<file path="config.mk">
export PLATFORM = sky130hd
export DESIGN_NAME = sobel_fifo
export DESIGN_NICKNAME = d
export VERILOG_FILES = /design/src/rtl/sobel_fifo.sv
export SDC_FILE = /design/constraint.sdc
export NUM_CORES = 1
export LEC_CHECK = 0
export BUFFER_PORTS_ARGS = -buffer_cell sky130_fd_sc_hd__buf_2
export CORE_AREA = 2 2 39 41
export DETAILED_ROUTE_END_ITERATION = 8
export DIE_AREA = 0 0 41 43
export SLEW_MARGIN = 5
export SYNTH_ARGS = -nofsm -noshare
export SYNTH_HDL_FRONTEND = slang
export SYNTH_SLANG_ARGS = --single-unit
</file>
<file path="constraint.sdc">
create_clock -name clk_i -period 2.2 [get_ports clk_i]
set_input_delay 0.44 -clock clk_i [delete_from_list [all_inputs] [get_ports clk_i]]
set_output_delay 0.44 -clock clk_i [all_outputs]
set_load 0.02 [all_outputs]
</file>
<file path="src/rtl/sobel_fifo.sv">
// Small first-in first-out queue of generic beats.
module sobel_fifo #(
  parameter type T = logic,
  parameter int unsigned Depth = 2
) (
  input  logic clk_i,
  input  logic rst_ni,
  input  logic push_i,
  input  T     data_i,
  output logic full_o,
  input  logic pop_i,
  output T     data_o,
  output logic empty_o
);

  localparam int unsigned PtrW = (Depth > 1) ? $clog2(Depth) : 1;
  localparam int unsigned CntW = $clog2(Depth + 1);

  T              store_q [Depth];
  logic [PtrW-1:0] wr_q, wr_d, rd_q, rd_d;
  logic [CntW-1:0] cnt_q, cnt_d;
  logic          do_push, do_pop;

  assign full_o  = (cnt_q == CntW'(Depth));
  assign empty_o = (cnt_q == '0);
  assign do_push = push_i && !full_o;
  assign do_pop  = pop_i && !empty_o;
  assign data_o  = store_q[rd_q];

  always_comb begin
    wr_d  = wr_q;
    rd_d  = rd_q;
    cnt_d = cnt_q;
    if (do_push) begin
      wr_d = (wr_q == PtrW'(Depth - 1)) ? '0 : wr_q + 1'b1;
    end
    if (do_pop) begin
      rd_d = (rd_q == PtrW'(Depth - 1)) ? '0 : rd_q + 1'b1;
    end
    if (do_push && !do_pop) begin
      cnt_d = cnt_q + 1'b1;
    end else if (do_pop && !do_push) begin
      cnt_d = cnt_q - 1'b1;
    end
  end

  always_ff @(posedge clk_i or negedge rst_ni) begin
    if (!rst_ni) begin
      wr_q  <= '0;
      rd_q  <= '0;
      cnt_q <= '0;
    end else begin
      wr_q  <= wr_d;
      rd_q  <= rd_d;
      cnt_q <= cnt_d;
    end
  end

  always_ff @(posedge clk_i) begin
    if (do_push) begin
      store_q[wr_q] <= data_i;
    end
  end

endmodule

</file>
==> impl_metrics.ini, run 1 <==
[logic_synthesis]
synth_fp_nets = 28
synth.area.top_cells = dfrtp_1, edfxtp_1, xnor2_1
synth_enable_flop_cells = 2
post-synth-top-count-cell = dfrtp_1
avg_cell_area_syn_um2 = 12.2
synth.largest_area_cell = dfrtp_1
synthesis.area_um2 = 268
yosysUniqueCellTypes = 12
ys_top_cells_by_count = dfrtp_1, nor2_1, xnor2_1
syn-instance-count = 22
yosys_register_bits = 6
ys_dominant_reg_cell = dfrtp_1
synth_async_sr_flop_share_pct = 66.7
post_synthesis_sequential_area_ratio_pct = 59.8
synthesis.yosys.warnings = 0
share_of_the_synthesized_area_in_the_top_cell_type_pct = 37.4

[drt]
via_count = 185
dr.first_iter.drc_count = 1
detail-route-antenna-nets = 0
drt-wirelength-per-cell_um = 8.04
drc = 0
vias_per_cell = 3.70
drt_first_pass_iters = 2
route.final.wire_length_um = 402

[cts]
holdBufCountCts = 1
cts-htree-levels = 1
clk_path_buf_depth = 2
worst_skew_pair.late_latency_ns = 0.24
clock_tree.root_cell = clkbuf_4
clkSlewWorstSetupHoldPaths_ns = 0.05
cts_tree = done
number_of_gates_resized_after_cts = 0
cts_post_setup_buffers_inserted = 0
clock_sink_total = 6
cts_bufs_inserted = 3

[global_route]
grt_pass1_wl_um = 662
maximum_number_of_pins_on_one_net_before_global_route_repair = 6
grt_remaining_overflow = 0
antenna_found_initial = 0
first_global_vias = 182
globalRouteTotalUtil_pct = 6.28

[power_and_ir_drop]
fin_total_pwr_uw = 527
power.density_cell_area_mw_per_mm2 = 1470
power.share.clock_pct = 20.5
vdd_ir_drop_max_uv = 567
net-switching-power_uw = 191
internal_power_uw = 336
power_frac_seq_pct = 39.6
power.leakage_nw = 0.174
power_switching_share_pct = 36.2
combPwrFrac_pct = 39.9

[layout]
layout.nets = 41
total_of_fill_cells_in_the_finished_design = 154
layout.cells.non_filler = 50
antennaDiodeCount = 0
drive_above_1_share_pct = 32.4
areaGrowthSynthToFinish_pct = 34.1

[sta]
fin_worst_skew_ns = 0.00712
maxSlewHeadroom_pct = 86.4
rsz_0062_raised_after_global_routing = no
worstMarginPinSlew_ns = 0.202
final_min_period_over_clock_period_pct = 69.8
finalSetupViolCount = 0
finalHoldViolCount = 0
finalCriticalPeriod_ns = 1.54
setup_tns_ns = 0
finalMaxSlewViolations = 0
fmax_mhz = 651

[die]
starting_utilization_of_the_core_area_pct = 19.3
io_pins = 8
rows = 14
die_h_um = 43
core_area_mm2 = 0.00138
die_width_um = 41
die_area_mm2 = 0.00176

[worst_setup_path]
worst_setup_path_start_kind = register
crit_chain = mux2_2 > buf_2
worst_ep_required_time_ns = 1.76
critical_path.max_fanout = 2
critical_path.endpoint_type = output port
worstPathBufferInverterCount = 1
crit_family = flip-flops
critPathMaxStageDelay_ns = 0.36
cp.arrival_ns = 1.10
crit_type = register to output port
timing.critical_path.slowest_stage_cell = dfrtp_1

[placement]
buffer_ports.inserted = 7
final_wtd_congestion = 0.708
placedCellCount = 45

[min_path]
hold_class = input port to register

[job]
max_cap_viols = 0

[outcome]
run_status = finished clean
## power groups by stage
stage	registers, mW	clock network, mW	logic (mW)
finish	0.208	0.108	0.210
global route	0.214	0.122	0.231
CTS	0.210	0.113	0.215
detailed placement	0.211	0	0.211
global placement	0.208	0	0.207
floorplan	0.203	0	0.163
## logic make-up after synthesis
logic type | share of synthesized area (%)
AO/OA/AOI/OAI | 1.87
flip-flops | 59.8
buffers and inverters | 2.80
AND/OR/NAND/NOR | 10.3
XOR/XNOR | 16.4
adder cells (fa/ha/maj) | 4.67
multiplexers | 4.21
## metal layers
layer | vias up | GRT usage, % | wire (um)
met5 | - | 0 | 0
met4 | 0 | 2.00 | 0
met3 | 0 | 7.85 | 50
met2 | 8 | 8.44 | 191
met1 | 82 | 5.63 | 160
li1 | 95 | - | -
## area by class of cell
class	instances	area, um^2	area share (%)
flip-flops and latches	6	160	44.6
multi-input cells	14	100	27.9
repair buffers	8	45.0	12.5
clock buffers	4	26.3	7.32
well taps	16	20.0	5.57
inverters	2	7.51	2.09
## state kept, by name, indices dropped and copies added (netlist names)
register  cells
store_q       2
rd_q          1
wr_q          1
cnt_q         2
## through the flow
| step | cell area (um^2) | hold WS (ns) | setup slack, ns | util [%] |
|---|---|---|---|---|
| 5_1_grt | 359 | 0.372 | 0.600 | 25.9 |
| 4_1_cts | 359 | 0.379 | 0.644 | 25.9 |
| 3_5_place_dp | 323 | 0.251 | 0.710 | 23.3 |
| 3_3_place_gp | 323 | 0.252 | 0.763 | 23.3 |
| 2_1_floorplan | 268 | 0.144 | 0.839 | - |
| 6_report | 359 | 0.386 | 0.664 | 25.9 |
## worst paths after layout
path	startpoint	endpoint	slack [ns]	cells past startpoint
max in group asynchronous	rst_ni	wr_q	1.54	2
min	data_i	store_q[1]	0.39	1
min reg2reg	rd_q	rd_q	0.48	1
min in group asynchronous	rst_ni	rd_q	0.53	2
max	rd_q	data_o	0.66	2
max reg2reg	cnt_q[0]	cnt_q[1]	0.70	7
## placed cells by master (no fill, tap or decap), drive strengths merged
cell type / netlist / routed
and3: 1 / 1
buf: 0 / 7
clkbuf: 0 / 4
dfrtp: 4 / 4
dlygate4sd3: 0 / 1
edfxtp: 2 / 2
ha: 1 / 1
inv: 2 / 2
mux2: 1 / 1
nand2: 1 / 1
nand2b: 1 / 1
nor2: 3 / 3
o21ai: 1 / 1
xnor2: 3 / 3
xor2: 2 / 2
Power figures use the tool's default switching activity.
==> run 2: changes to the inputs <==
==> constraint.sdc (replaced) <==
create_clock -name clk_i -period 1.2 [get_ports clk_i]
set_input_delay 0.24 -clock clk_i [delete_from_list [all_inputs] [get_ports clk_i]]
set_output_delay 0.24 -clock clk_i [all_outputs]
set_load 0.02 [all_outputs]
==> run 2 against run 1 <==
The run now ends with negative setup slack left. Clock-buffer cell count is the same. Non-clock buffer count grew 6. Sequential share of layout area is 11 points lower. Via count increased by 12%. Sequential power grew 90%. Register-to-register slack worse by 0.79 ns. Worst setup slack worse by 0.78 ns. Routed wire length up 37%. Largest power group unchanged.
==> impl_metrics.ini, run 2 (synthesized netlist as in run 1, its figures left out) <==
[layout]
areaGrowthSynthToFinish_pct = 78.0
register_area_um2 = 161
multi_input_comb_area_um2 = 143
leading_cell_type_in_the_layout_fill_and_taps_excluded = buf_6
drive_above_1_share_pct = 62.5
layout.cells.most_common_list = buf_6, buf_2, buf_4
layout_top_registers = cnt_q x2, store_q x2
total_of_fill_cells_in_the_finished_design = 145
layout.nets = 47
antennaDiodeCount = 0

[drt]
detail-route-antenna-nets = 0
detailroute.wirelength.met3_um = 19
detail_route.wirelength.met1_um = 200
dr.first_iter.drc_count = 1
route.final.wire_length_um = 551
drc = 0
drt-wirelength-per-cell_um = 9.84
highest_layer = met3
via_count = 208
wl_met2_um = 330
vias_per_cell = 3.71
drt_first_pass_iters = 2

[die]
die_area_mm2 = 0.00176
io_pins = 8
die_h_um = 43
die_width_um = 41
core_area_mm2 = 0.00138
rows = 14
starting_utilization_of_the_core_area_pct = 19.3

[global_route]
antenna_found_initial = 0
grt_pass1_wl_um = 855
globalRouteTotalUtil_pct = 8.17
grt_remaining_overflow = 0
maximum_number_of_pins_on_one_net_before_global_route_repair = 5
first_global_vias = 220

[placement]
preCtsSetupSlack_ns = -0.118
buffer_ports.inserted = 7
final_wtd_congestion = 0.659

[cts]
cts_bufs_inserted = 3
cts-htree-levels = 1
cts_tree = done
clock_sink_total = 6
clkSlewWorstSetupHoldPaths_ns = 0.05
worst_skew_pair.late_latency_ns = 0.25
clk_path_buf_depth = 2
clock_tree.root_cell = clkbuf_4

[sta]
finalHoldViolCount = 0
fmax_mhz = 761
rsz_0062_raised_after_global_routing = yes
finalMaxSlewViolations = 0
maxSlewHeadroom_pct = 87.8
finalSetupViolCount = 4
worstMarginPinSlew_ns = 0.183
setup_slack_ns = -0.114
final_min_period_over_clock_period_pct = 109
finalCriticalPeriod_ns = 1.31
fin_worst_skew_ns = 0.00831

[job]
max_cap_viols = 0

[min_path]
hold_path_startpoint = data_i
hold_class = input port to register

[worst_setup_path]
worst_setup_path_start_kind = register
critical_path.max_fanout = 3
cp.arrival_ns = 1.07
critical_path.endpoint_type = output port
rr_startpoint = cnt_q[0]
worst_ep_required_time_ns = 0.96
crit_type = register to output port
worst_setup_path_startpoint = cnt_q[0]

[outcome]
run_status = finished with violations
failed_checks = negative setup slack

[power_and_ir_drop]
power.leakage_nw = 0.220
fin_total_pwr_mw = 1.34
vdd_ir_drop_max_uv = 532
power.density_cell_area_mw_per_mm2 = 2810
## run 2: routing by layer
metal,up-vias,GRT usage [%]
met5,-,0
met4,0,12.0
met3,0,0
met2,4,12.8
met1,96,7.17
li1,108,-
## run 2: metrics by stage
| stage | setup TNS, ns | hold WS, ns | std cells | utilization [%] | instance area [um^2] |
|---|---|---|---|---|---|
| after global placement | -0.0782 | 0.0528 | 50 | 27.3 | 378 |
| after floorplan | -0.0850 | -0.0556 | 22 | - | 285 |
| after detailed placement | -0.118 | 0.0521 | 50 | 27.3 | 378 |
| after global routing | -0.524 | 0.180 | 56 | 34.4 | 477 |
| final | -0.373 | 0.184 | 56 | 34.4 | 477 |
| after CTS | -0.410 | 0.177 | 56 | 34.0 | 470 |
## run 2: cell type report
type,count,area share (%)
Sequential cell,6,33.9
Multi-Input combinational cell,14,29.9
Clock buffer,4,5.51
Tap cell,16,4.20
Inverter,2,2.10
Timing Repair Buffer,14,24.4
## run 2: critical path: stages, from the launching register on
cell	delay, ns
dfrtp_1	0.41
nand2b_4	0.17
buf_6	0.11
inv_2	0.04
buf_6	0.10
## run 2: path summary, 6_finish.rpt
kind | cells past startpoint | end | slack [ns]
worst max-delay path | 4 | full_o | -0.11
worst min-delay path | 1 | store_q[0] | 0.18
worst max register to register | 7 | cnt_q[1] | -0.09
worst min register to register | 1 | wr_q | 0.49
max in group asynchronous | 2 | cnt_q[1] | 0.71
min in group asynchronous | 2 | wr_q | 0.34
## run 2: what timing repair did
action | CTS | global route
hold buffers | 1 | 0
pin swaps | 2 | 0
gates resized for setup | 14 | 2
setup buffers | 1 | 0
endpoints found under the setup margin | 4 | 4
endpoints found under the hold margin | 4 | 0
## run 2: where the power goes
| group | total (mW) | switching (mW) | internal (mW) |
|---|---|---|---|
| Clock | 0.208 | 0.0816 | 0.126 |
| Combinational | 0.738 | 0.304 | 0.434 |
| Sequential | 0.395 | 0.0838 | 0.311 |
| Total | 1.34 | 0.469 | 0.872 |
